File: config.mk
export PLATFORM = sky130hd
export DESIGN_NAME = dpsc_core
export DESIGN_NICKNAME = d
export VERILOG_FILES = /design/src/rtl/core/dpsc_pkg.sv /design/src/rtl/core/dpsc_core.sv
export SDC_FILE = /design/constraint.sdc
export NUM_CORES = 1
export LEC_CHECK = 0
export BUFFER_PORTS_ARGS = -buffer_cell sky130_fd_sc_hd__buf_2
export CAP_MARGIN = 10
export CORE_ASPECT_RATIO = 2
export CORE_MARGIN = 5
export CORE_UTILIZATION = 47
export CTS_CLUSTER_DIAMETER = 50
export DETAILED_ROUTE_END_ITERATION = 6
export HOLD_SLACK_MARGIN = 0.12
export PLACE_DENSITY = 0.69
export SYNTH_ARGS = -nofsm -noshare
export SYNTH_HDL_FRONTEND = slang
export SYNTH_SLANG_ARGS = --single-unit
File: constraint.sdc
create_clock -name clk_i -period 4.7 [get_ports clk_i]
set_input_delay 0.94 -clock clk_i [delete_from_list [all_inputs] [get_ports clk_i]]
set_output_delay 0.94 -clock clk_i [all_outputs]
set_load 0.02 [all_outputs]
File: src/rtl/core/dpsc_pkg.sv
package dpsc_pkg;

  localparam int unsigned STORE_WIDTH  = 1024;
  localparam int unsigned STORE_HEIGHT = 1024;
  localparam int unsigned COL_W  = $clog2(STORE_WIDTH);
  localparam int unsigned ROW_W  = $clog2(STORE_HEIGHT);
  localparam int unsigned ADDR_W = $clog2(STORE_WIDTH * STORE_HEIGHT);
  localparam int unsigned DEPTH  = STORE_WIDTH * STORE_HEIGHT;

  localparam logic [1:0] ACT_WRITE = 2'd0;
  localparam logic [1:0] ACT_READ  = 2'd1;
  localparam logic [1:0] ACT_LOAD  = 2'd2;

  localparam logic [3:0] ST_RD   = 4'd1;
  localparam logic [3:0] ST_WR   = 4'd2;
  localparam logic [3:0] ST_IDLE = 4'd4;
  localparam logic [3:0] ST_BAD  = 4'd8;

  localparam logic [2:0] CMD_NOP   = 3'd0;
  localparam logic [2:0] CMD_CAP   = 3'd1;
  localparam logic [2:0] CMD_RECT  = 3'd2;
  localparam logic [2:0] CMD_CHECK = 3'd3;
  localparam logic [2:0] CMD_EXIT  = 3'd4;

  localparam logic [4:0] CAP_RES_LEN   = 5'd12;
  localparam logic [4:0] CHECK_RES_LEN = 5'd4;
  localparam logic [3:0] CAP_ARG_LEN   = 4'd1;
  localparam logic [3:0] RECT_ARG_LEN  = 4'd8;

  localparam logic [7:0] MAGIC_0 = 8'h38;
  localparam logic [7:0] MAGIC_1 = 8'h36;
  localparam logic [7:0] MAGIC_2 = 8'h42;
  localparam logic [7:0] MAGIC_3 = 8'h6F;
  localparam logic [7:0] MAGIC_4 = 8'h78;

  localparam logic [2:0] CFG_EXIT_ALLOWED = 3'd0;
  localparam logic [2:0] CFG_TRIGGER      = 3'd1;
  localparam logic [2:0] CFG_PRESENT      = 3'd2;
  localparam logic [2:0] CFG_DISP_W       = 3'd3;
  localparam logic [2:0] CFG_DISP_H       = 3'd4;
  localparam logic [2:0] CFG_BORDER_W     = 3'd5;
  localparam logic [2:0] CFG_BORDER_H     = 3'd6;

  localparam logic [15:0] UNMAPPED     = 16'hFFFF;
  localparam logic [15:0] TRIGGER_RST  = 16'h0080;
  localparam logic [31:0] CRC_POLY     = 32'hEDB88320;
  localparam logic [6:0]  EXIT_MAX     = 7'h7F;

  typedef struct packed {
    logic        exit_allowed;
    logic [15:0] trigger_address;
    logic        display_present;
    logic [10:0] display_width;
    logic [10:0] display_height;
    logic [10:0] border_width;
    logic [10:0] border_height;
  } cfg_t;

  typedef struct packed {
    logic              wr_en;
    logic [ADDR_W-1:0] wr_addr;
    logic [23:0]       wr_data;
    logic              rd_en;
    logic [ADDR_W-1:0] rd_addr;
  } store_req_t;

  function automatic logic [31:0] crc_byte(input logic [31:0] crc, input logic [7:0] b);
    logic [31:0] c;
    c = crc ^ {24'h0, b};
    for (int i = 0; i < 8; i++) begin
      c = (c >> 1) ^ (c[0] ? CRC_POLY : 32'h0);
    end
    return c;
  endfunction

endpackage

File: src/rtl/core/dpsc_core.sv
module dpsc_core (
  input  logic                 clk_i,
  input  logic                 rst_ni,
  input  dpsc_pkg::cfg_t       cfg_i,
  input  logic                 in_valid_i,
  output logic                 in_stall_o,
  input  logic [1:0]           action_i,
  input  logic [15:0]          port_i,
  input  logic [7:0]           write_byte_i,
  input  logic [9:0]           pixel_col_i,
  input  logic [9:0]           pixel_row_i,
  input  logic [23:0]          pixel_rgb_i,
  output logic                 out_valid_o,
  input  logic                 out_stall_i,
  output logic [7:0]           read_byte_o,
  output logic                 exit_request_o,
  output logic [6:0]           exit_value_o,
  output logic [15:0]          mapped_base_o,
  output dpsc_pkg::store_req_t store_req_o,
  input  logic [23:0]          store_rdata_i
);

  localparam logic [2:0] S_IDLE      = 3'd0;
  localparam logic [2:0] S_EXEC      = 3'd1;
  localparam logic [2:0] S_RDPIX     = 3'd2;
  localparam logic [2:0] S_WALK_RD   = 3'd3;
  localparam logic [2:0] S_WALK_BYTE = 3'd4;
  localparam logic [2:0] S_OUT       = 3'd5;

  logic [2:0]  state_q, state_d;
  logic [1:0]  act_q;
  logic [15:0] port_q;
  logic [7:0]  wb_q;
  logic [9:0]  pcol_q, prow_q;
  logic [23:0] rgb_q;

  logic [2:0]  magic_q, magic_d;
  logic [1:0]  bstage_q, bstage_d;
  logic [7:0]  pend_q, pend_d;
  logic [15:0] io_base_q, io_base_d;
  logic [3:0]  status_q, status_d;
  logic [2:0]  cmd_q, cmd_d;
  logic [3:0]  arg_off_q, arg_off_d, arg_len_q, arg_len_d;
  logic [3:0]  res_cnt_q, res_cnt_d;
  logic [10:0] geo_w_q, geo_w_d, geo_h_q, geo_h_d;
  logic [11:0] geo_tw_q, geo_tw_d, geo_th_q, geo_th_d;
  logic [9:0]  geo_ox_q, geo_ox_d, geo_oy_q, geo_oy_d;
  logic [15:0] size0_q, size0_d, size1_q, size1_d;
  logic [15:0] org0_q, org0_d, org1_q, org1_d;
  logic [31:0] check_q, check_d, crc_q, crc_d;
  logic [15:0] col_q, col_d, row_q, row_d;
  logic [1:0]  bidx_q, bidx_d;
  logic        inside_q, inside_d;

  logic [7:0]  res_rd_q, res_rd_d;
  logic        res_ereq_q, res_ereq_d;
  logic [6:0]  res_eval_q, res_eval_d;

  logic        out_valid_q, out_valid_d;
  logic [7:0]  out_rd_q;
  logic        out_ereq_q;
  logic [6:0]  out_eval_q;
  logic [15:0] out_base_q;
  logic        out_load;

  // pixel position of the current rectangle walk point
  logic [17:0] px_x, px_y, lim_x, lim_y;
  logic        px_inside;
  logic [dpsc_pkg::ADDR_W-1:0] px_addr;

  logic        mapped, is_cmd, is_data;
  logic [3:0]  arg_inc;
  logic [4:0]  cnt_inc;
  logic [15:0] geo_word;
  logic [7:0]  pix_byte;
  logic        last_pix;

  always_comb begin
    px_x = $signed({2'b00, col_q}) + $signed({{2{org0_q[15]}}, org0_q});
    px_y = $signed({2'b00, row_q}) + $signed({{2{org1_q[15]}}, org1_q});
    lim_x = (32'(geo_tw_q) < 32'(dpsc_pkg::STORE_WIDTH)) ? 18'(geo_tw_q)
                                                         : 18'(dpsc_pkg::STORE_WIDTH);
    lim_y = (32'(geo_th_q) < 32'(dpsc_pkg::STORE_HEIGHT)) ? 18'(geo_th_q)
                                                          : 18'(dpsc_pkg::STORE_HEIGHT);
    px_inside = !px_x[17] && !px_y[17] && (px_x < lim_x) && (px_y < lim_y);
    px_addr = dpsc_pkg::ADDR_W'(px_y[dpsc_pkg::ROW_W-1:0])
              * dpsc_pkg::ADDR_W'(dpsc_pkg::STORE_WIDTH)
              + dpsc_pkg::ADDR_W'(px_x[dpsc_pkg::COL_W-1:0]);
  end

  always_comb begin
    if (inside_q) begin
      pix_byte = (bidx_q == 2'd3) ? 8'h00 : store_rdata_i[8*bidx_q +: 8];
    end else begin
      pix_byte = (bidx_q == 2'd3) ? 8'hFF : 8'h00;
    end
  end

  assign last_pix = (col_q == size0_q - 16'd1) && (row_q == size1_q - 16'd1);
  assign mapped   = io_base_q != dpsc_pkg::UNMAPPED;
  assign is_cmd   = mapped && (port_q == io_base_q);
  assign is_data  = mapped && (port_q == io_base_q + 16'd1);
  assign arg_inc  = arg_off_q + 4'd1;
  assign cnt_inc  = 5'(res_cnt_q) + 5'd1;
  assign out_load = (state_q == S_OUT) && (!out_valid_q || !out_stall_i);

  always_comb begin
    unique case (res_cnt_q[3:1])
      3'd0:    geo_word = 16'(geo_w_q);
      3'd1:    geo_word = 16'(geo_h_q);
      3'd2:    geo_word = 16'(geo_tw_q);
      3'd3:    geo_word = 16'(geo_th_q);
      3'd4:    geo_word = 16'(geo_ox_q);
      3'd5:    geo_word = 16'(geo_oy_q);
      default: geo_word = 16'h0000;
    endcase
  end

  always_comb begin
    state_d    = state_q;
    magic_d    = magic_q;
    bstage_d   = bstage_q;
    pend_d     = pend_q;
    io_base_d  = io_base_q;
    status_d   = status_q;
    cmd_d      = cmd_q;
    arg_off_d  = arg_off_q;
    arg_len_d  = arg_len_q;
    res_cnt_d  = res_cnt_q;
    geo_w_d    = geo_w_q;
    geo_h_d    = geo_h_q;
    geo_tw_d   = geo_tw_q;
    geo_th_d   = geo_th_q;
    geo_ox_d   = geo_ox_q;
    geo_oy_d   = geo_oy_q;
    size0_d    = size0_q;
    size1_d    = size1_q;
    org0_d     = org0_q;
    org1_d     = org1_q;
    check_d    = check_q;
    crc_d      = crc_q;
    col_d      = col_q;
    row_d      = row_q;
    bidx_d     = bidx_q;
    inside_d   = inside_q;
    res_rd_d   = res_rd_q;
    res_ereq_d = res_ereq_q;
    res_eval_d = res_eval_q;
    store_req_o = '0;

    unique case (state_q)
      S_IDLE: begin
        if (in_valid_i) begin
          state_d = S_EXEC;
        end
      end
      S_EXEC: begin
        state_d    = S_OUT;
        res_rd_d   = 8'hFF;
        res_ereq_d = 1'b0;
        res_eval_d = 7'd0;
        if (act_q == dpsc_pkg::ACT_WRITE) begin
          if (is_cmd) begin
            arg_off_d = 4'd0;
            arg_len_d = 4'd0;
            res_cnt_d = 4'd0;
            col_d     = 16'd0;
            row_d     = 16'd0;
            status_d  = dpsc_pkg::ST_WR;
            if (wb_q == 8'(dpsc_pkg::CMD_NOP)) begin
              cmd_d    = dpsc_pkg::CMD_NOP;
              status_d = dpsc_pkg::ST_IDLE;
            end else if (wb_q == 8'(dpsc_pkg::CMD_CAP)) begin
              cmd_d     = dpsc_pkg::CMD_CAP;
              arg_len_d = dpsc_pkg::CAP_ARG_LEN;
            end else if (wb_q == 8'(dpsc_pkg::CMD_RECT)) begin
              cmd_d     = dpsc_pkg::CMD_RECT;
              arg_len_d = dpsc_pkg::RECT_ARG_LEN;
            end else if (wb_q == 8'(dpsc_pkg::CMD_CHECK)) begin
              cmd_d     = dpsc_pkg::CMD_CHECK;
              arg_len_d = dpsc_pkg::RECT_ARG_LEN;
            end else if (wb_q == 8'(dpsc_pkg::CMD_EXIT)) begin
              cmd_d     = dpsc_pkg::CMD_EXIT;
              arg_len_d = dpsc_pkg::CAP_ARG_LEN;
            end else begin
              cmd_d    = dpsc_pkg::CMD_NOP;
              status_d = dpsc_pkg::ST_IDLE | dpsc_pkg::ST_BAD;
            end
          end else if (is_data && ((status_q & dpsc_pkg::ST_WR) != 4'd0)) begin
            if ((cmd_q == dpsc_pkg::CMD_RECT || cmd_q == dpsc_pkg::CMD_CHECK)
                && !arg_off_q[3]) begin
              // argument bytes: size x, size y, origin x, origin y, low byte first
              unique case ({arg_off_q[2], arg_off_q[1]})
                2'b00: size0_d = arg_off_q[0] ? {wb_q, size0_q[7:0]} : 16'(wb_q);
                2'b01: size1_d = arg_off_q[0] ? {wb_q, size1_q[7:0]} : 16'(wb_q);
                2'b10: org0_d  = arg_off_q[0] ? {wb_q, org0_q[7:0]}  : 16'(wb_q);
                default: org1_d = arg_off_q[0] ? {wb_q, org1_q[7:0]} : 16'(wb_q);
              endcase
            end
            arg_off_d = arg_inc;
            if (arg_inc >= arg_len_q) begin
              status_d = status_q & ~dpsc_pkg::ST_WR;
              if (cmd_q == dpsc_pkg::CMD_EXIT) begin
                if (cfg_i.exit_allowed) begin
                  res_ereq_d = 1'b1;
                  res_eval_d = wb_q[7] ? dpsc_pkg::EXIT_MAX : wb_q[6:0];
                end
                cmd_d    = dpsc_pkg::CMD_NOP;
                status_d = dpsc_pkg::ST_IDLE;
              end else if (cmd_q == dpsc_pkg::CMD_CAP) begin
                if (wb_q == 8'd1 && cfg_i.display_present) begin
                  geo_w_d  = cfg_i.display_width;
                  geo_h_d  = cfg_i.display_height;
                  geo_tw_d = 12'(cfg_i.display_width) + 12'(cfg_i.border_width);
                  geo_th_d = 12'(cfg_i.display_height) + 12'(cfg_i.border_height);
                  geo_ox_d = cfg_i.border_width[10:1];
                  geo_oy_d = cfg_i.border_height[10:1];
                end else begin
                  geo_w_d  = '0;
                  geo_h_d  = '0;
                  geo_tw_d = '0;
                  geo_th_d = '0;
                  geo_ox_d = '0;
                  geo_oy_d = '0;
                end
                status_d = dpsc_pkg::ST_RD;
              end else if (cmd_q == dpsc_pkg::CMD_RECT || cmd_q == dpsc_pkg::CMD_CHECK) begin
                org0_d = org0_d + 16'(geo_ox_q);
                org1_d = org1_d + 16'(geo_oy_q);
                if (cmd_q == dpsc_pkg::CMD_CHECK) begin
                  status_d = dpsc_pkg::ST_RD;
                  if (size0_d == 16'd0 || size1_d == 16'd0) begin
                    check_d = 32'h0;
                  end else begin
                    crc_d   = 32'hFFFFFFFF;
                    col_d   = 16'd0;
                    row_d   = 16'd0;
                    state_d = S_WALK_RD;
                  end
                end else if (size0_d != 16'd0 && size1_d != 16'd0) begin
                  status_d = dpsc_pkg::ST_RD;
                end else begin
                  cmd_d    = dpsc_pkg::CMD_NOP;
                  status_d = dpsc_pkg::ST_IDLE;
                end
              end else begin
                cmd_d    = dpsc_pkg::CMD_NOP;
                status_d = dpsc_pkg::ST_IDLE;
              end
            end
          end
          if (port_q == cfg_i.trigger_address) begin
            if (bstage_q == 2'd1) begin
              pend_d   = wb_q;
              bstage_d = 2'd2;
            end else if (bstage_q == 2'd2) begin
              io_base_d = {wb_q, pend_q};
              bstage_d  = 2'd0;
            end else begin
              bstage_d = 2'd0;
            end
            if (wb_q == dpsc_pkg::MAGIC_0) begin
              magic_d = 3'd1;
            end else if (wb_q == dpsc_pkg::MAGIC_1) begin
              magic_d = (magic_q == 3'd1) ? 3'd2 : 3'd0;
            end else if (wb_q == dpsc_pkg::MAGIC_2) begin
              magic_d = (magic_q == 3'd2) ? 3'd3 : 3'd0;
            end else if (wb_q == dpsc_pkg::MAGIC_3) begin
              magic_d = (magic_q == 3'd3) ? 3'd4 : 3'd0;
            end else if (wb_q == dpsc_pkg::MAGIC_4) begin
              if (magic_q == 3'd4) begin
                bstage_d = 2'd1;
              end
              magic_d = 3'd0;
            end else begin
              magic_d = 3'd0;
            end
          end
        end else if (act_q == dpsc_pkg::ACT_READ) begin
          if (is_cmd) begin
            res_rd_d = {4'h0, status_q};
          end else if (is_data && ((status_q & dpsc_pkg::ST_RD) != 4'd0)) begin
            if (cmd_q == dpsc_pkg::CMD_RECT) begin
              inside_d          = px_inside;
              bidx_d            = res_cnt_q[1:0];
              store_req_o.rd_en = 1'b1;
              store_req_o.rd_addr = px_addr;
              state_d           = S_RDPIX;
            end else begin
              res_cnt_d = cnt_inc[3:0];
              if (cmd_q == dpsc_pkg::CMD_CAP) begin
                res_rd_d = res_cnt_q[0] ? geo_word[15:8] : geo_word[7:0];
                if (cnt_inc >= dpsc_pkg::CAP_RES_LEN) begin
                  cmd_d    = dpsc_pkg::CMD_NOP;
                  status_d = dpsc_pkg::ST_IDLE;
                end
              end else if (cmd_q == dpsc_pkg::CMD_CHECK) begin
                res_rd_d = check_q[8*res_cnt_q[1:0] +: 8];
                if (cnt_inc >= dpsc_pkg::CHECK_RES_LEN) begin
                  cmd_d    = dpsc_pkg::CMD_NOP;
                  status_d = dpsc_pkg::ST_IDLE;
                end
              end else begin
                cmd_d    = dpsc_pkg::CMD_NOP;
                status_d = dpsc_pkg::ST_IDLE;
              end
            end
          end
        end else if (act_q == dpsc_pkg::ACT_LOAD) begin
          if (32'(pcol_q) < 32'(dpsc_pkg::STORE_WIDTH)
              && 32'(prow_q) < 32'(dpsc_pkg::STORE_HEIGHT)) begin
            store_req_o.wr_en   = 1'b1;
            store_req_o.wr_addr = dpsc_pkg::ADDR_W'(prow_q)
                                  * dpsc_pkg::ADDR_W'(dpsc_pkg::STORE_WIDTH)
                                  + dpsc_pkg::ADDR_W'(pcol_q);
            store_req_o.wr_data = rgb_q;
          end
        end
      end
      S_RDPIX: begin
        res_rd_d  = pix_byte;
        res_cnt_d = res_cnt_q + 4'd1;
        state_d   = S_OUT;
        if (bidx_q == 2'd3) begin
          if (last_pix) begin
            cmd_d    = dpsc_pkg::CMD_NOP;
            status_d = dpsc_pkg::ST_IDLE;
          end
          if (col_q == size0_q - 16'd1) begin
            col_d = 16'd0;
            row_d = row_q + 16'd1;
          end else begin
            col_d = col_q + 16'd1;
          end
        end
      end
      S_WALK_RD: begin
        inside_d            = px_inside;
        bidx_d              = 2'd0;
        store_req_o.rd_en   = 1'b1;
        store_req_o.rd_addr = px_addr;
        state_d             = S_WALK_BYTE;
      end
      S_WALK_BYTE: begin
        crc_d  = dpsc_pkg::crc_byte(crc_q, pix_byte);
        bidx_d = bidx_q + 2'd1;
        if (bidx_q == 2'd3) begin
          if (last_pix) begin
            check_d = ~crc_d;
            state_d = S_OUT;
          end else begin
            state_d = S_WALK_RD;
          end
          if (col_q == size0_q - 16'd1) begin
            col_d = 16'd0;
            row_d = row_q + 16'd1;
          end else begin
            col_d = col_q + 16'd1;
          end
        end
      end
      S_OUT: begin
        if (out_load) begin
          state_d = S_IDLE;
        end
      end
      default: begin
        state_d = S_IDLE;
      end
    endcase
  end

  always_comb begin
    out_valid_d = out_valid_q;
    if (out_valid_q && !out_stall_i) begin
      out_valid_d = 1'b0;
    end
    if (out_load) begin
      out_valid_d = 1'b1;
    end
  end

  always_ff @(posedge clk_i or negedge rst_ni) begin
    if (!rst_ni) begin
      state_q     <= S_IDLE;
      magic_q     <= 3'd0;
      bstage_q    <= 2'd0;
      pend_q      <= 8'd0;
      io_base_q   <= dpsc_pkg::UNMAPPED;
      status_q    <= dpsc_pkg::ST_IDLE;
      cmd_q       <= dpsc_pkg::CMD_NOP;
      arg_off_q   <= 4'd0;
      arg_len_q   <= 4'd0;
      res_cnt_q   <= 4'd0;
      geo_w_q     <= '0;
      geo_h_q     <= '0;
      geo_tw_q    <= '0;
      geo_th_q    <= '0;
      geo_ox_q    <= '0;
      geo_oy_q    <= '0;
      size0_q     <= '0;
      size1_q     <= '0;
      org0_q      <= '0;
      org1_q      <= '0;
      check_q     <= '0;
      crc_q       <= '0;
      col_q       <= '0;
      row_q       <= '0;
      bidx_q      <= '0;
      inside_q    <= 1'b0;
      out_valid_q <= 1'b0;
    end else begin
      state_q     <= state_d;
      magic_q     <= magic_d;
      bstage_q    <= bstage_d;
      pend_q      <= pend_d;
      io_base_q   <= io_base_d;
      status_q    <= status_d;
      cmd_q       <= cmd_d;
      arg_off_q   <= arg_off_d;
      arg_len_q   <= arg_len_d;
      res_cnt_q   <= res_cnt_d;
      geo_w_q     <= geo_w_d;
      geo_h_q     <= geo_h_d;
      geo_tw_q    <= geo_tw_d;
      geo_th_q    <= geo_th_d;
      geo_ox_q    <= geo_ox_d;
      geo_oy_q    <= geo_oy_d;
      size0_q     <= size0_d;
      size1_q     <= size1_d;
      org0_q      <= org0_d;
      org1_q      <= org1_d;
      check_q     <= check_d;
      crc_q       <= crc_d;
      col_q       <= col_d;
      row_q       <= row_d;
      bidx_q      <= bidx_d;
      inside_q    <= inside_d;
      out_valid_q <= out_valid_d;
    end
  end

  // transaction payload and staged results
  always_ff @(posedge clk_i) begin
    if (state_q == S_IDLE && in_valid_i) begin
      act_q  <= action_i;
      port_q <= port_i;
      wb_q   <= write_byte_i;
      pcol_q <= pixel_col_i;
      prow_q <= pixel_row_i;
      rgb_q  <= pixel_rgb_i;
    end
    res_rd_q   <= res_rd_d;
    res_ereq_q <= res_ereq_d;
    res_eval_q <= res_eval_d;
    if (out_load) begin
      out_rd_q   <= res_rd_q;
      out_ereq_q <= res_ereq_q;
      out_eval_q <= res_eval_q;
      out_base_q <= io_base_q;
    end
  end

  assign in_stall_o     = state_q != S_IDLE;
  assign out_valid_o    = out_valid_q;
  assign read_byte_o    = out_rd_q;
  assign exit_request_o = out_ereq_q;
  assign exit_value_o   = out_eval_q;
  assign mapped_base_o  = out_base_q;

endmodule

==> results of run 1 <==
==> kinds of logic after synthesis <==
group           Yosys count  share of synthesized area (%)
compound gates          545                           14.1
xor+xnor                190                           6.88
fa+ha+maj               115                           6.00
buf+inv                 181                           2.89
flops                   397                           42.7
mux                     170                           8.04
other cells               1                         0.0152
simple gates            994                           19.4
==> how the worst min path moves through the flow <==
stage                                 end  slack, ps           from
final                            col_q[7]        360         rst_ni
after global routing             col_q[7]        420         rst_ni
after CTS                        col_q[7]        400         rst_ni
after detailed placement  exit_value_o[0]        400  res_eval_q[0]
after global placement    exit_value_o[4]        400  res_eval_q[4]
after floorplan            exit_request_o        400     res_ereq_q
==> stage by stage <==
stage	power [W]	setup TNS, ps	area, um2
final	0.0134	0	28700
after global routing	0.0141	-527	28700
after CTS	0.0134	0	28500
after detailed placement	0.00979	0	27000
after global placement	0.00966	0	27000
after floorplan	0.00819	0	24700
==> layer usage <==
metal | part of all wire [%] | vias up | GRT usage, %
li1 | - | 9810 | -
met1 | 35 | 10286 | 29.0
met4 | 7.3 | 0 | 16.4
met5 | 0 | - | 0
met3 | 4.5 | 234 | 2.95
met2 | 53 | 749 | 48.1
==> cell usage in the layout, fill, tap and decap left out, types with 34 or more instances in the layout <==
cell / Yosys / layout
nor2b_1: 37 / 34
buf_2: 11 / 238
inv_1: 64 / 63
dfrtp_1: 262 / 261
edfxtp_1: 118 / 118
xnor2_1: 124 / 124
a21oi_1: 106 / 105
nand3_1: 60 / 59
o21ai_0: 170 / 170
mux2i_1: 59 / 59
nand2_1: 356 / 356
buf_4: 4 / 82
ha_1: 109 / 108
nor3_1: 50 / 49
xor2_1: 63 / 63
nor2_1: 225 / 224
mux2_2: 63 / 63
and2_1: 57 / 55
clkbuf_16: 0 / 44
==> worst max-delay path, cell delays in order, from the launching register on <==
cell and delay [ps]:
dfstp_2 620, xor3_1 340, nor4_2 240, a41oi_1 70, o211a_1 280, or3_4 420, nor4_4 330, o211ai_1 110
buf_4 210, buf_12 170, inv_4 70, and2_1 140, buf_6 120
==> layout make-up <==
cell class | count | area share, %
tap | 665 | 2.90
sequential | 397 | 36.7
clock inverter | 28 | 1.20
clock buffer | 50 | 4.01
antenna | 1 | 0.00871
timing repair buffer | 333 | 7.01
multi-input combinational | 2016 | 47.3
inverter | 65 | 0.858
==> power by group <==
group	internal [W]	leakage [nW]	switching (W)	total (W)
sequential	0.00409	4.37	0.000398	0.00449
clock	0.00207	0.726	0.00153	0.00360
combinational	0.00209	7.21	0.00319	0.00528
total	0.00825	12.3	0.00512	0.0134
==> timing repair <==
action                                  CTS  global route
hold buffers                              0             0
setup buffers                             3             8
endpoints found under the setup margin   21            21
gates resized for setup                  10            34
gates cloned                              1             1
pin swaps                                 3             8
==> qor.txt, run 1 <==
status = finished, final reports clean
FMAX = 0.215 GHz
netlist area before placement = 24,700 um2
std cell rows = 119
DRC = 0
global-route usage over all layers = 26.6%
Max Slew Vio Count = 0
top post-synthesis cells by area = dfrtp_1 27%, edfxtp_1 14%, ha_1 5.5%, nand2_1 5.4%, xnor2_1 4.4%
vias in the first global route = 21,539
DR pass1 iterations = 7
first-pass GRT wire length = 119,000 um
LEAKAGE = 12.3 nW
CTS Buffer Depth = 3
fin cells = 3,555
ratio of cells with drive above 1 in the final layout = 19.3%
Synth Area per Inst = 9.53 um2
DP Wirelength = 59,300 um
CP Capture Type = output pin
top flop regs = check_q x32, crc_q x32, rgb_q x24
Max VDD drop = 486 uV
WP data required = 3760 ps
post-layout util = 54.8%
worst reg-to-reg path cell count = 17
synthesis-stage register bit count = 397
Crit Path Class = flop to output pin
Top FF cell, synth = dfrtp_1
H-Tree Depth = 2
Port Buf Inserts = 259
Die ar. = 57,600 um2
Vias = 21,079
Hold Fails Final Rpt = 0
final clock period utilization by the worst path = 98.9%
fillers = 4,755
Mapped Cells = 2,593
Worst-path clk slew = 60 ps
WL final = 78,200 um
Routed Antenna Nets = 0
synth warn = 0
initial core utilization = 47.2%
CTS tree = done
most instantiated cells after synthesis = 356 x nand2_1, 262 x dfrtp_1, 225 x nor2_1
GPL Wtd Cong = 0.949
worst-margin pin slew = 1040 ps
Worst setup SP type = flop
CTS Buf Count = 42
hold slack = 356 ps
R2R Setup Slk = 310 ps
chip width = 172 um
final clock skew = 49.6 ps
pin count of the biggest net entering global routing = 87
clock sinks = 397
vias per cell = 5.93
post-layout min period = 4650 ps
global route total overflow = 0
sequential cell area = 10,500 um2
post-synth top area share = 26.5%
Post-Place Setup Slack = 294 ps
area of the multi-input gates = 13,600 um2
initial antenna violation count = 2
Critical Path Start = io_base_q[12]
worst r2r src = arg_off_q[3]
Crit Path Max Fanout = 7
EDFF count, synth = 118
Seq/Total Area, Yosys = 42.7%
worst r2r dst = org0_q[14]
total I/O pin count = 260
Area growth, synth to finish = 16.2%
max_cap viols = 0
Final #Nets = 3,130
pwr dens = 465 nW/um2
core area = 52,400 um2
cell taking the most area after synthesis = dfrtp_1
Starting DRT DRC Count = 1,382
Clock Latency Late Sink = 610 ps
synth unique cells = 96
RSZ-0062 raised after global routing = true
most common cell in the netlist = nand2_1
wire per inst = 22.0 um
Placed Cells = 3,463
die height = 334 um
PnR worst setup slack = 49.9 ps
CTS root buffer = clkbuf_16
crit path to = store_req_o[10]
critical path arrival = 3710 ps
Async S/R FF share, synth = 70.3%
HP Class = primary input to asynchronous set/reset pin
slew margin rel. = 30.5%
final setup vio count = 0
No activity file was read; power rests on OpenSTA's default activity.
==> run 2: changes to the inputs <==
--- a/config.mk
+++ b/config.mk
@@ -5,6 +5,7 @@
 export SDC_FILE = /design/constraint.sdc
 export NUM_CORES = 1
 export LEC_CHECK = 0
+export ABC_AREA = 1
 export BUFFER_PORTS_ARGS = -buffer_cell sky130_fd_sc_hd__buf_2
 export CAP_MARGIN = 10
 export CORE_ASPECT_RATIO = 2
@@ -13,7 +14,7 @@
 export CTS_CLUSTER_DIAMETER = 50
 export DETAILED_ROUTE_END_ITERATION = 6
 export HOLD_SLACK_MARGIN = 0.12
-export PLACE_DENSITY = 0.69
+export PLACE_DENSITY = 0.68
 export SYNTH_ARGS = -nofsm -noshare
 export SYNTH_HDL_FRONTEND = slang
 export SYNTH_SLANG_ARGS = --single-unit
==> run 2 against run 1 <==
Flip-flop and latch count unchanged. Non-clock buffer count down 34. Via count increased by 22%. Synthesized area rose by 9.4%. Critical path depth grew 1. Critical path type unchanged. Critical endpoint is now store_req_o[3]. Largest power group unchanged.
==> qor.txt, run 2 <==
met2 WL = 50,400 um
LEAKAGE = 15.9 nW
max_cap viols = 0
fin cells = 4,779
global-route usage over all layers = 29.7%
WP data required = 3760 ps
status = finished, final reports clean
worst reg-to-reg path cell count = 23
Routed Antenna Nets = 0
top flop regs = check_q x32, crc_q x32, rgb_q x24
synth unique cells = 66
final instance area = 30,600 um2
CTS Buffer Depth = 3
total I/O pin count = 260
Clock Latency Late Sink = 590 ps
FMAX = 0.225 GHz
core area = 57,100 um2
Vias = 25,707
pin count of the biggest net entering global routing = 98
HP Class = primary input to asynchronous set/reset pin
synth warn = 0
Async S/R FF share, synth = 70.3%
Max Slew Vio Count = 0
global route total overflow = 0
initial antenna violation count = 5
Area growth, synth to finish = 13.3%
Mapped Cells = 3,757
CTS root buffer = clkbuf_16
worst r2r src = cmd_q[1]
synthesis-stage register bit count = 397
fillers = 5,808
CTS tree = done
RSZ-0062 raised after global routing = false
initial core utilization = 47.4%
CTS Hold Bufs = 0
most common cell in the netlist = nand2_1
top post-synthesis cells by area = dfrtp_1 24%, nand2_1 16%, edfxtp_1 13%, inv_1 6.2%, nor2_1 5.2%
DRC = 0
worst r2r dst = org1_q[14]
critical path arrival = 3500 ps
Final #Nets = 4,264
H-Tree Depth = 2
DR top layer = met5
Worst-path clk slew = 70 ps
CP Capture Type = output pin
Port Buf Inserts = 259
first-pass GRT wire length = 145,000 um
DR pass1 iterations = 6
die height = 349 um
R2R Setup Slk = 630 ps
GPL Wtd Cong = 1.02
chip width = 180 um
netlist area before placement = 27,000 um2
clock sinks = 397
Top FF cell, synth = dfrtp_1
final setup vio count = 0
Hold Fails Final Rpt = 0
met1 wire length = 30,700 um
Placed Cells = 4,701
final clock period utilization by the worst path = 94.4%
hold slack = 317 ps
most common cell after layout, fill and taps aside = nand2_1
worst-margin pin slew = 866 ps
setup TNS = 0 ps
Seq/Total Area, Yosys = 39.0%
Crit Path Max Fanout = 12
post-layout util = 53.7%
DP Wirelength = 75,800 um
Starting DRT DRC Count = 1,670
Worst setup SP type = flop
Crit Path Class = flop to output pin
slew margin rel. = 41.5%
placed cell area = 29,200 um2
Die ar. = 62,700 um2
final clock skew = 37.5 ps
# diodes = 0
Met3 Routed Length = 3680 um
cell taking the most area after synthesis = dfrtp_1
WL final = 95,300 um
most instantiated cells after synthesis = 1,160 x nand2_1, 449 x inv_1, 376 x nor2_1
pwr dens = 442 nW/um2
vias per cell = 5.38
post-layout min period = 4440 ps
wire per inst = 19.9 um
post-synth top area share = 24.2%
Max VDD drop = 689 uV
vias in the first global route = 25,727
commonest cells after routing, fill and taps aside = 1,158 x nand2_1, 449 x inv_1, 374 x nor2_1, 262 x dfrtp_1, 258 x buf_2
ratio of cells with drive above 1 in the final layout = 11.6%
CTS Buf Count = 42
EDFF count, synth = 118
std cell rows = 124
Synth Area per Inst = 7.20 um2
## run 2: changes by cell type in the layout (fill, tap and decap cells not counted), moves of 53 or more
cell     change
o21ai_0     +68
inv_1      +386
nor2_1     +150
mux2_2      -56
nand3_1    +182
xnor2_1     -71
nand2_1    +802
and2_1      -53
## run 2: cell families (layout without fill, tap and decap cells)
family,count (synthesis),in the layout,share of synthesized area [%]
buffers and inverters,574,839,8.43
AND/OR/NAND/NOR,1969,1969,30.6
adder cells (fa/ha/maj),115,115,5.49
XOR/XNOR,151,151,4.94
multiplexers,20,20,0.782
other,1,2,0.0139
AO/OA/AOI/OAI,530,530,10.8
flip-flops,397,397,39.0
## run 2: timing repair
item | 4_1_cts | 5_1_grt
resized for setup | 1 | 3
gates cloned | 0 | 0
endpoints found under the setup margin | 3 | 11
buffers inserted | 0 | 0
## run 2: layout make-up
cell class | count | area [um2] | area share, %
well taps | 756 | 946 | 3.09
clock buffers | 48 | 1090 | 3.57
flip-flops and latches | 397 | 10500 | 34.4
multi-input cells | 2787 | 14300 | 46.6
inverters | 462 | 1730 | 5.66
clock inverters | 30 | 368 | 1.20
repair buffers | 299 | 1680 | 5.49
## run 2: through the flow
stage	setup slack, ps	total power [W]
6_report	261	0.0136
5_1_grt	20.9	0.0144
4_1_cts	140	0.0136
3_5_place_dp	636	0.00997
3_3_place_gp	706	0.00990
2_1_floorplan	321	0.00823
## run 2: layer usage
layer  up-vias  global-route usage [%]
li1      12640                       -
met1     11978                    27.3
met2       736                    56.4
met3       345                    4.02
met4         8                    26.1
met5         -                       0
## run 2: how the worst max path moves through the flow
| stage | startpoint | endpoint | slack [ps] | cells after the start |
|---|---|---|---|---|
| global placement | io_base_q[0] | store_req_o[4] | 710 | 15 |
| global route | io_base_q[0] | store_req_o[7] | 20 | 13 |
| floorplan | in_valid_i | act_q[0] | 320 | 2 |
| detailed placement | io_base_q[0] | store_req_o[3] | 640 | 15 |
| finish | io_base_q[0] | store_req_o[3] | 260 | 13 |
| CTS | io_base_q[0] | store_req_o[3] | 140 | 15 |
## run 2: worst max-delay path, stage by stage (launching register included)
cell and delay (ps):
dfstp_2 600, ha_1 230, nand3_2 130, nor2_4 180
nand4_2 160, nor2_1 160, inv_1 70, nand3_2 180
nor2_1 100, nor3_1 370, nand2_4 190, buf_4 240
nor2_1 110, buf_2 170
## run 2: report_power, final
part,switching [W],internal (W)
registers,0.000410,0.00418
logic,0.00386,0.00153
clock network,0.00162,0.00196
total,0.00589,0.00767
==> run 3: changes to the inputs <==
--- a/config.mk
+++ b/config.mk
@@ -6,10 +6,11 @@
 export NUM_CORES = 1
 export LEC_CHECK = 0
 export ABC_AREA = 1
+export ABC_CLOCK_PERIOD_IN_PS = 4700
 export BUFFER_PORTS_ARGS = -buffer_cell sky130_fd_sc_hd__buf_2
 export CAP_MARGIN = 10
 export CORE_ASPECT_RATIO = 2
-export CORE_MARGIN = 5
+export CORE_MARGIN = 2
 export CORE_UTILIZATION = 47
 export CTS_CLUSTER_DIAMETER = 50
 export DETAILED_ROUTE_END_ITERATION = 6
==> run 3 against run 2 <==
Non-clock buffer count down 1. Critical path depth unchanged. Via count down 0.11%. Fmax up 0.54%. Register-to-register slack about the same. Critical path type unchanged. Sequential power about the same. Global-route usage up 1.8 points.
==> qor.txt, run 3 (synthesis results as in run 2) <==
Crit Path Class = flop to output pin
HP Class = primary input to asynchronous set/reset pin
PnR worst setup slack = 285 ps
most common cell after layout, fill and taps aside = nand2_1
chip width = 174 um
Max Slew Vio Count = 0
internal power = 0.00777 W
WP data required = 3760 ps
Flop pwr share = 33.7%
CTS tree = done
FMAX = 0.226 GHz
final clock period utilization by the worst path = 93.9%
setup TNS = 0 ps
die height = 343 um
Die ar. = 59,600 um2
switch share = 42.8%
critical path arrival = 3480 ps
ratio of cells with drive above 1 in the final layout = 11.5%
initial antenna violation count = 2
first-pass GRT wire length = 143,000 um
total I/O pin count = 260
Clock Latency Late Sink = 610 ps
global-route usage over all layers = 31.5%
WL final = 94,000 um
worst r2r src = cmd_q[1]
wire per inst = 19.7 um
DRC = 0
Worst-path clk slew = 70 ps
final setup vio count = 0
commonest cells after routing, fill and taps aside = 1,160 x nand2_1, 448 x inv_1, 374 x nor2_1, 262 x dfrtp_1, 258 x buf_2
Final #Nets = 4,261
CTS root buffer = clkbuf_16
post-layout min period = 4420 ps
vias in the first global route = 25,451
H-Tree Depth = 2
core area = 57,100 um2
Comb power frac = 39.8%
pin count of the biggest net entering global routing = 125
DP Wirelength = 73,300 um
Max VDD drop = 625 uV
vias per cell = 5.38
std cell rows = 124
final clock skew = 47.3 ps
DR pass1 iterations = 6
max_cap viols = 0
CTS Hold Bufs = 0
slew margin rel. = 28.5%
GPL Wtd Cong = 1.02
clock sinks = 397
CTS Buffer Depth = 3
Routed Antenna Nets = 0
status = finished, final reports clean
CP Capture Type = output pin
pwr dens = 444 nW/um2
Crit Path Max Fanout = 22
global route total overflow = 0
Vias = 25,678
Starting DRT DRC Count = 1,732
P_sw = 0.00582 W
worst-margin pin slew = 1070 ps
initial core utilization = 47.4%
worst reg-to-reg path cell count = 22
Area growth, synth to finish = 13.1%
Worst setup SP type = flop
Post-Place Setup Slack = 788 ps
RSZ-0062 raised after global routing = false
R2R Setup Slk = 640 ps
LEAKAGE = 15.9 nW
Hold Fails Final Rpt = 0
CTS Buf Count = 40
top flop regs = check_q x32, crc_q x32, rgb_q x24
clock group share of total power = 26.5%
worst r2r dst = org1_q[14]
hold slack = 321 ps
Port Buf Inserts = 259
## run 3: changes by cell type in the layout (fill, tap and decap cells not counted), moves of 3 or more
cell       delta
inv_6         -9
bufinv_16     +4
clkinv_1      +3
diode_2       +3
clkbuf_1      -3
buf_12        -3
## run 3: worst max-delay path: stages (launching register included)
cell	delay (ps)
dfstp_2	600
ha_1	220
nand3_2	120
nor2_4	160
nand4_2	170
nor2_1	180
inv_1	70
nand3_2	300
nor2_1	130
nor3_1	260
nand2_1	100
buf_4	250
nor2_1	130
buf_2	170
## run 3: layer usage
layer	track usage [%]	wire length [um]	share of wire, %
met3	4.73	4350	4.6
met4	28.6	10200	11
met2	58.6	48700	52
met5	0	0	0
met1	29.6	30700	33
## run 3: metrics by stage
| stage | util, % | instance area (um2) | instances | power [W] |
|---|---|---|---|---|
| floorplan | - | 27100 | 3758 | 0.00823 |
| global placement | 51.0 | 29100 | 4698 | 0.00987 |
| detailed placement | 51.0 | 29100 | 4698 | 0.00995 |
| CTS | 53.5 | 30600 | 4771 | 0.0136 |
| global route | 53.6 | 30600 | 4774 | 0.0144 |
| finish | 53.6 | 30600 | 4776 | 0.0136 |
## run 3: final cells by class
type / count / area [um2]
multi-input cells: 2787 / 14300
well taps: 756 / 946
flip-flops and latches: 397 / 10500
fillers: 5817 / 26500
clock buffers: 43 / 1030
inverters: 462 / 1730
clock inverters: 30 / 432
repair buffers: 298 / 1640
diodes: 3 / 7.51
## run 3: how the worst max path moves through the flow
stage / from / endpoint / slack, ps / cells after the start
final: io_base_q[0] / store_req_o[15] / 280 / 13
after global routing: io_base_q[0] / store_req_o[19] / 40 / 15
after CTS: io_base_q[0] / store_req_o[8] / 200 / 15
after detailed placement: cmd_q[1] / org1_q[14] / 790 / 23
after global placement: cmd_q[1] / org1_q[14] / 820 / 23
after floorplan: in_valid_i / act_q[0] / 320 / 2
## run 3: timing repair
| action | 4_1_cts | 5_1_grt |
|---|---|---|
| endpoints found under the setup margin | 0 | 18 |
| resized for setup | 0 | 1 |
| setup buffers | 0 | 2 |
## run 3: power by group through the flow
| stage | Combinational (W) | Clock (W) | Sequential, W |
|---|---|---|---|
| after detailed placement | 0.00531 | 0 | 0.00464 |
| after global placement | 0.00524 | 0 | 0.00463 |
| after floorplan | 0.00367 | 0 | 0.00457 |
| after global routing | 0.00595 | 0.00378 | 0.00464 |
| after CTS | 0.00534 | 0.00365 | 0.00458 |
| final | 0.00540 | 0.00361 | 0.00458 |
